[config.mk]
export PLATFORM = sky130hd
export DESIGN_NAME = free_list_block_pool
export DESIGN_NICKNAME = d
export VERILOG_FILES = /design/src/rtl/core/flbp_pkg.sv /design/src/rtl/core/flbp_cfg.sv /design/src/rtl/core/flbp_link_store.sv /design/src/rtl/core/flbp_ctrl.sv /design/src/rtl/core/free_list_block_pool.sv
export SDC_FILE = /design/constraint.sdc
export NUM_CORES = 2
export LEC_CHECK = 0
export BUFFER_PORTS_ARGS = -buffer_cell sky130_fd_sc_hd__buf_2
export CAP_MARGIN = 40
export CELL_PAD_IN_SITES_DETAIL_PLACEMENT = 0
export CELL_PAD_IN_SITES_GLOBAL_PLACEMENT = 1
export CORE_MARGIN = 3
export CORE_UTILIZATION = 55
export CTS_CLUSTER_SIZE = 40
export DETAILED_ROUTE_END_ITERATION = 12
export PLACE_DENSITY_LB_ADDON = 0.1
export RECOVER_POWER = 100
export SLEW_MARGIN = 20
export SYNTH_ARGS = -nofsm -noshare
export SYNTH_HDL_FRONTEND = slang
export SYNTH_SLANG_ARGS = --single-unit
[constraint.sdc]
create_clock -name clk -period 12 [get_ports clk]
set_clock_uncertainty 0.15 [all_clocks]
set_input_delay 2.4 -clock clk [delete_from_list [all_inputs] [get_ports clk]]
set_output_delay 2.4 -clock clk [all_outputs]
set_load 0.01 [all_outputs]
[src/rtl/core/flbp_pkg.sv]
package flbp_pkg;

  localparam int NUM_BLOCKS = 256;
  localparam int LINK_DEPTH = 256;
  localparam int POOL_COUNT = (NUM_BLOCKS > LINK_DEPTH) ? LINK_DEPTH : NUM_BLOCKS;

  localparam int IDX_W  = 8;
  localparam int CNT_W  = 9;
  localparam int BS_W   = 13;
  localparam int OFF_W  = 20;
  localparam int BYTE_W = 21;

  localparam logic [BS_W-1:0] BLOCK_SIZE_RST = BS_W'(64);

  localparam logic [1:0] FUNC_ALLOC = 2'd0;
  localparam logic [1:0] FUNC_FREE  = 2'd1;
  localparam logic [1:0] FUNC_RESET = 2'd2;

  localparam logic [1:0] ST_OK        = 2'd0;
  localparam logic [1:0] ST_EXHAUSTED = 2'd1;
  localparam logic [1:0] ST_NONE_OUT  = 2'd2;
  localparam logic [1:0] ST_NULL_FREE = 2'd3;

  localparam logic [2:0] REG_BLOCK_SIZE = 3'd0;

  typedef enum logic {
    S_IDLE,
    S_UPDATE
  } state_t;

  typedef struct packed {
    logic             rd_en;
    logic [IDX_W-1:0] rd_addr;
    logic             wr_en;
    logic [IDX_W-1:0] wr_addr;
    logic [IDX_W-1:0] wr_data;
    logic             clr;
  } link_req_t;

endpackage

[src/rtl/core/flbp_cfg.sv]
module flbp_cfg (
  input  logic                          clk,
  input  logic                          rst,
  input  logic                          psel,
  input  logic                          penable,
  input  logic                          pwrite,
  input  logic [2:0]                    paddr,
  input  logic [31:0]                   pwdata,
  output logic [31:0]                   prdata,
  output logic                          pready,
  output logic [flbp_pkg::BS_W-1:0]     block_size
);

  logic wr_hit;

  assign pready = 1'b1;
  assign wr_hit = psel && penable && pwrite && (paddr == flbp_pkg::REG_BLOCK_SIZE);

  always_ff @(posedge clk) begin
    if (rst) begin
      block_size <= flbp_pkg::BLOCK_SIZE_RST;
    end else if (wr_hit) begin
      block_size <= pwdata[flbp_pkg::BS_W-1:0];
    end
  end

  always_comb begin
    prdata = '0;
    if (paddr == flbp_pkg::REG_BLOCK_SIZE) begin
      prdata = {{(32 - flbp_pkg::BS_W){1'b0}}, block_size};
    end
  end

endmodule

[src/rtl/core/flbp_link_store.sv]
module flbp_link_store (
  input  logic                           clk,
  input  logic                           rst,
  input  flbp_pkg::link_req_t            req,
  output logic [flbp_pkg::IDX_W-1:0]     rd_data
);

  logic [flbp_pkg::IDX_W-1:0] mem [flbp_pkg::LINK_DEPTH];
  logic [flbp_pkg::LINK_DEPTH-1:0] valid;
  logic [flbp_pkg::IDX_W-1:0] mem_rd;
  logic [flbp_pkg::IDX_W-1:0] addr_rd;
  logic                       valid_rd;

  always_ff @(posedge clk) begin
    if (req.wr_en) begin
      mem[req.wr_addr] <= req.wr_data;
    end
    if (req.rd_en) begin
      mem_rd <= mem[req.rd_addr];
    end
  end

  // entries never written since a rebuild read as their default link
  always_ff @(posedge clk) begin
    if (rst || req.clr) begin
      valid <= '0;
    end else if (req.wr_en) begin
      valid[req.wr_addr] <= 1'b1;
    end
  end

  always_ff @(posedge clk) begin
    if (req.rd_en) begin
      addr_rd  <= req.rd_addr;
      valid_rd <= valid[req.rd_addr];
    end
  end

  assign rd_data = valid_rd ? mem_rd : addr_rd + flbp_pkg::IDX_W'(1);

endmodule

[src/rtl/core/flbp_ctrl.sv]
module flbp_ctrl (
  input  logic                            clk,
  input  logic                            rst,
  input  logic                            s_tvalid,
  output logic                            s_tready,
  input  logic [7:0]                      s_tdata,
  input  logic [2:0]                      s_tuser,
  output logic                            m_tvalid,
  input  logic                            m_tready,
  output logic [71:0]                     m_tdata,
  output logic [1:0]                      m_tuser,
  input  logic [flbp_pkg::BS_W-1:0]       block_size,
  output flbp_pkg::link_req_t             link_req,
  input  logic [flbp_pkg::IDX_W-1:0]      link_rd
);

  flbp_pkg::state_t state, state_next;

  logic [flbp_pkg::IDX_W-1:0] head, head_next;
  logic [flbp_pkg::CNT_W-1:0] free_total, free_total_next;
  logic [flbp_pkg::CNT_W-1:0] used_total, used_total_next;

  logic [1:0]                 func_q;
  logic                       has_q;
  logic [flbp_pkg::IDX_W-1:0] idx_q;

  logic [1:0]                 status;
  logic [flbp_pkg::IDX_W-1:0] given;
  logic [flbp_pkg::BYTE_W-1:0] off_prod;
  logic [flbp_pkg::BYTE_W:0]   bytes_prod;

  logic accept;
  logic finish;

  assign s_tready = (state == flbp_pkg::S_IDLE);
  assign accept   = s_tvalid && s_tready;
  assign finish   = (state == flbp_pkg::S_UPDATE) && (!m_tvalid || m_tready);

  always_ff @(posedge clk) begin
    if (rst) begin
      state      <= flbp_pkg::S_IDLE;
      head       <= '0;
      free_total <= flbp_pkg::CNT_W'(flbp_pkg::POOL_COUNT);
      used_total <= '0;
    end else begin
      state      <= state_next;
      head       <= head_next;
      free_total <= free_total_next;
      used_total <= used_total_next;
    end
  end

  always_ff @(posedge clk) begin
    if (accept) begin
      func_q <= s_tuser[1:0];
      has_q  <= s_tuser[2];
      idx_q  <= s_tdata;
    end
  end

  always_comb begin
    state_next      = state;
    head_next       = head;
    free_total_next = free_total;
    used_total_next = used_total;
    status          = flbp_pkg::ST_OK;
    given           = '0;
    link_req        = '0;
    link_req.rd_addr = head;
    link_req.wr_addr = idx_q;
    link_req.wr_data = head;
    unique case (state)
      flbp_pkg::S_IDLE: begin
        link_req.rd_en = accept;
        if (accept) begin
          state_next = flbp_pkg::S_UPDATE;
        end
      end
      flbp_pkg::S_UPDATE: begin
        case (func_q)
          flbp_pkg::FUNC_ALLOC: begin
            if (free_total == '0) begin
              status = flbp_pkg::ST_EXHAUSTED;
            end else begin
              given           = head;
              head_next       = link_rd;
              free_total_next = free_total - flbp_pkg::CNT_W'(1);
              used_total_next = used_total + flbp_pkg::CNT_W'(1);
            end
          end
          flbp_pkg::FUNC_FREE: begin
            if (!has_q || ({1'b0, idx_q} >= flbp_pkg::CNT_W'(flbp_pkg::POOL_COUNT))) begin
              status = flbp_pkg::ST_NULL_FREE;
            end else if (used_total == '0) begin
              status = flbp_pkg::ST_NONE_OUT;
            end else begin
              link_req.wr_en  = 1'b1;
              head_next       = idx_q;
              free_total_next = free_total + flbp_pkg::CNT_W'(1);
              used_total_next = used_total - flbp_pkg::CNT_W'(1);
            end
          end
          flbp_pkg::FUNC_RESET: begin
            link_req.clr    = 1'b1;
            head_next       = '0;
            free_total_next = flbp_pkg::CNT_W'(flbp_pkg::POOL_COUNT);
            used_total_next = '0;
          end
          default: begin
          end
        endcase
        if (finish) begin
          state_next = flbp_pkg::S_IDLE;
        end else begin
          head_next       = head;
          free_total_next = free_total;
          used_total_next = used_total;
          link_req.wr_en  = 1'b0;
          link_req.clr    = 1'b0;
        end
      end
      default: begin
        state_next = flbp_pkg::S_IDLE;
      end
    endcase
  end

  assign off_prod   = flbp_pkg::BYTE_W'(given) * flbp_pkg::BYTE_W'(block_size);
  assign bytes_prod = (flbp_pkg::BYTE_W + 1)'(used_total_next) *
                      (flbp_pkg::BYTE_W + 1)'(block_size);

  always_ff @(posedge clk) begin
    if (rst) begin
      m_tvalid <= 1'b0;
    end else if (finish) begin
      m_tvalid <= 1'b1;
    end else if (m_tready) begin
      m_tvalid <= 1'b0;
    end
  end

  always_ff @(posedge clk) begin
    if (finish) begin
      m_tuser <= status;
      m_tdata <= {5'b0,
                  bytes_prod[flbp_pkg::BYTE_W-1:0],
                  used_total_next,
                  free_total_next,
                  off_prod[flbp_pkg::OFF_W-1:0],
                  given};
    end
  end

endmodule

[src/rtl/core/free_list_block_pool.sv]
// Fixed-size block pool allocator with a LIFO free list of 256 blocks. Each input
// transaction is one request: allocate pops the head block and returns its index
// and byte offset (index times block_size), free pushes the given index back as the
// new head, reset rebuilds the list so blocks come out as 0, 1, 2 and so on. Every
// request returns one result transaction with a status code and the free count,
// used count and bytes in use after the request. In a request, the accept cycle
// reads the next link of the head block from the link memory, whose read data is
// registered, and the following cycle updates the list and loads the output
// register; that cycle repeats while the output register is full and m_tready is
// low. The link memory needs no clearing pass after reset or a pool reset:
// entries not yet written since then read as their default link. block_size
// is written over the APB port at address 0 and should only change while idle.
module free_list_block_pool (
  input  logic        clk,
  input  logic        rst,
  input  logic        s_tvalid,
  output logic        s_tready,
  input  logic [7:0]  s_tdata,   // block_index[7:0]
  input  logic [2:0]  s_tuser,   // func[1:0], has_block[2]
  output logic        m_tvalid,
  input  logic        m_tready,
  output logic [71:0] m_tdata,   // given_block[7:0], byte_offset[27:8],
                                 // blocks_free[36:28], blocks_used[45:37],
                                 // bytes_used[66:46], zero[71:67]
  output logic [1:0]  m_tuser,   // status[1:0]
  input  logic        psel,
  input  logic        penable,
  input  logic        pwrite,
  input  logic [2:0]  paddr,
  input  logic [31:0] pwdata,
  output logic [31:0] prdata,
  output logic        pready
);

  logic [flbp_pkg::BS_W-1:0]  block_size;
  flbp_pkg::link_req_t        link_req;
  logic [flbp_pkg::IDX_W-1:0] link_rd;

  flbp_cfg u_cfg (
    .clk        (clk),
    .rst        (rst),
    .psel       (psel),
    .penable    (penable),
    .pwrite     (pwrite),
    .paddr      (paddr),
    .pwdata     (pwdata),
    .prdata     (prdata),
    .pready     (pready),
    .block_size (block_size)
  );

  flbp_link_store u_link (
    .clk     (clk),
    .rst     (rst),
    .req     (link_req),
    .rd_data (link_rd)
  );

  flbp_ctrl u_ctrl (
    .clk        (clk),
    .rst        (rst),
    .s_tvalid   (s_tvalid),
    .s_tready   (s_tready),
    .s_tdata    (s_tdata),
    .s_tuser    (s_tuser),
    .m_tvalid   (m_tvalid),
    .m_tready   (m_tready),
    .m_tdata    (m_tdata),
    .m_tuser    (m_tuser),
    .block_size (block_size),
    .link_req   (link_req),
    .link_rd    (link_rd)
  );

endmodule

==> flow_metrics.py <==
metrics = {
    "outcome": {
        "run_status": "finished, violations left",
        "violations": "capacitance limit, slew limit",
    },
    "placed_design": {
        "place.port_buffers": 117,
        "place_congestion": 0.790,
        "hpwl_um": 146000,
        "placed_cell_area_um2": 105000,
    },
    "power_and_ir_drop": {
        "swShare_pct": 21.2,
        "power.switching_uw": 3750,
        "ir_worst_vdd_v": 0.000161,
        "p_per_area_nw_per_um2": 157,
        "p_leak_uw": 0.0355,
        "power_frac_comb_pct": 4.9,
        "internal-power_uw": 14000,
        "p_seq_share_pct": 52.9,
        "p_clk_share_pct": 42.3,
    },
    "logic_synthesis": {
        "ys_top_cells_by_area": "edfxtp_1, mux4_2, dfxtp_1",
        "postSynth.asyncResetShare_pct": 0,
        "ys_ff_latch": 2442,
        "synth_largest_area_cell": "edfxtp_1",
        "synth_edf_count": 2145,
        "ys.flop_type": "edfxtp_1",
        "ys_seq_area_share_pct": 69.9,
        "synth_cell_types": 66,
        "synth_most_common_cell": "edfxtp_1",
        "syn_area_per_cell_um2": 18.9,
        "synth_common_cells": "edfxtp_1, mux4_2, nor2_1",
        "synth_warnings": 0,
        "syn-cell-area_um2": 101000,
        "yosys.area.top_type_share_pct": 63.9,
        "synth_cells": 5320,
    },
    "final_layout": {
        "synthToLayoutAreaGrowth_pct": 11.8,
        "nNetsFinal": 6006,
        "final_area_um2": 113000,
        "drive_above_1_share_pct": 20.2,
    },
    "worst_setup_path": {
        "cp_common_cell": "mux4_2",
        "cp.arrival_ps": 9950,
        "critPathTopFamily": "buffers and inverters",
        "crit_fanout": 48,
        "worstPathRequired_ps": 12410,
        "path_cells": "clkbuf_1, clkbuf_1, buf_4, mux4_2, mux4_2, mux4_2, o22ai_1, nor3_1",
        "end_kind": "flip-flop",
        "critPathLaunchType": "flip-flop",
        "criticalPathCategory": "flip-flop to flip-flop",
        "crit_buf_inv": 3,
        "slowest_stage": "clkbuf_1",
        "critPathMaxStageDelay_ps": 2140,
    },
    "flow_run": {
        "drv_cap": 53,
    },
    "global_routing": {
        "busiest_layer": "met2",
        "grt_pass1_wl_um": 343000,
        "antenna_found_initial": 9,
        "grtUsageMet3_pct": 4.02,
        "first_global_vias": 50737,
        "track_usage_pct": 25.0,
        "met2_usage_pct": 40.0,
        "overflow": 0,
        "grt_max_degree": 165,
        "grt.met1_usage_pct": 36.1,
    },
    "clock_network": {
        "cts_hold_buf": 0,
        "cts_root_buf": "clkbuf_16",
        "cts-buffers-inserted": 238,
        "cts_tree": "yes",
        "clk_latency_ps": 880,
        "clock_path_buffers": 3,
        "postCtsSetupRepairBufs": 0,
        "htreeDepth": 4,
        "cts_resized": 0,
        "cts.sinks": 2442,
        "path_clk_slew_ps": 60,
    },
    "timing": {
        "period_needed_ps": 9540,
        "relSlewSlack_pct": -168,
        "setup-tns-final_ps": 0,
        "fmax_ghz": 0.105,
        "timing_hold_violations_final": 0,
        "maxSlewViolCount": 2655,
        "worst_slew_pin_slew_ps": 4020,
        "layout_worst_path_cycle_share_pct": 79.5,
        "setup_viol": 0,
        "rsz0062_at_grt": "false",
    },
    "die": {
        "rows": 156,
        "die_x_um": 434,
        "core_area_um2": 181000,
        "ioPinCount": 162,
        "start_util_pct": 55.5,
        "dieHeight_um": 434,
        "die_area_um2": 188000,
    },
    "route": {
        "first_pass_iters": 8,
        "drc_errors": 0,
        "num_vias": 50849,
        "vias_per_cell": 6.12,
        "drtAntennaViolNets": 0,
        "routedWlPerCell_um": 27.9,
        "drt_wl_total_um": 232000,
        "drtIter0Drc": 4802,
    },
    "min_path": {
        "min_path_type": "flip-flop to flip-flop",
    },
}
## sequential cells by signal (all words and copies together) (netlist names)
signal,flops
u_link.mem,2048
u_ctrl.head,8
u_ctrl.has_q,1
u_link.valid_rd,1
u_ctrl.state,1
u_ctrl.m_tuser,2
u_ctrl.idx_q,8
u_link.valid,256
u_cfg.block_size,13
u_ctrl.free_total,9
u_ctrl.used_total,9
u_ctrl.m_tdata,67
u_link.addr_rd,8
u_link.mem_rd,8
u_ctrl.func_q,2
u_ctrl.m_tvalid,1
## area by class of cell
type / count / area [µm²]
Multi-Input combinational cell: 2374 / 28300
Fill cell: 13088 / 68700
Clock inverter: 116 / 1170
Tap cell: 2370 / 2970
Inverter: 194 / 728
Sequential cell: 2442 / 70400
Antenna cell: 6 / 15.0
Timing Repair Buffer: 471 / 2310
Clock buffer: 338 / 6810
## metal layers
layer,part of all wire (%),up-vias
li1,-,21815
met1,41,26912
met2,49,1778
met3,7.0,342
met4,2.7,2
met5,0.0052,-
## cells in the final DEF, fill, tap and decap left out, types with 30 or more instances in the layout
| master | instances |
|---|---|
| a21oi_1 | 65 |
| and2_1 | 90 |
| buf_2 | 34 |
| clkbuf_1 | 446 |
| clkbuf_16 | 241 |
| clkbuf_8 | 41 |
| clkinv_2 | 49 |
| dfxtp_1 | 297 |
| edfxtp_1 | 2145 |
| fa_1 | 142 |
| ha_1 | 90 |
| inv_1 | 192 |
| mux2i_1 | 47 |
| mux4_2 | 715 |
| nand2_1 | 214 |
| nor2_1 | 311 |
| nor2b_1 | 45 |
| nor3_1 | 33 |
| o21a_1 | 260 |
| o21ai_0 | 33 |
| xnor2_1 | 30 |
## power by group through the flow
stage                     clock network, µW  logic, µW  registers (µW)
after floorplan                           0        485            9610
after global placement                    0        843            9540
after detailed placement                  0        872            9540
after CTS                              7650        874            9360
after global routing                   7980        924            9380
final                                  7500        863            9370
## final timing paths
| kind | slack (ps) | end | depth (start not counted) | from |
|---|---|---|---|---|
| max | 2460 | u_link.mem_rd[4]$_DFFE_PP_ | 8 | u_ctrl.head[1]$_SDFFE_PP0P_ |
| min | 310 | u_link.valid[222]$_SDFFE_PP0P_ | 1 | u_link.valid[222]$_SDFFE_PP0P_ |
| max reg2reg | 2460 | u_link.mem_rd[4]$_DFFE_PP_ | 8 | u_ctrl.head[1]$_SDFFE_PP0P_ |
| min reg2reg | 310 | u_link.valid[222]$_SDFFE_PP0P_ | 1 | u_link.valid[222]$_SDFFE_PP0P_ |
## kinds of logic (layout without fill, tap and decap cells)
group	after synthesis	count (layout)	share of synthesized area, %
and+or+nand+nor	823	823	3.74
xor gates and xnor gates	42	42	0.365
muxes	765	765	16.5
adders and majority gates	232	232	3.94
DFF	2442	2442	69.9
AOI/OAI and AO/OA	487	487	3.39
other	2	31	0.00746
buffers and inverters	527	1119	2.21
## stage by stage
step	utilization [%]	cells	worst slack [ps]	total power [µW]	hold slack, ps
global placement	57.2	7581	2790	10400	290
global route	62.1	8306	1990	18300	321
detailed placement	57.9	7722	3190	10400	297
floorplan	-	5343	2840	10100	285
finish	62.1	8311	2460	17700	308
CTS	62.3	8176	4110	17900	311
## worst register-to-register path: stages (launching register included)
cell	delay (ps)
dfxtp_1	1920
clkbuf_1	2150
clkbuf_1	2080
buf_4	780
mux4_2	440
mux4_2	580
mux4_2	570
o22ai_1	460
nor3_1	130
Power figures use the tool's default switching activity.
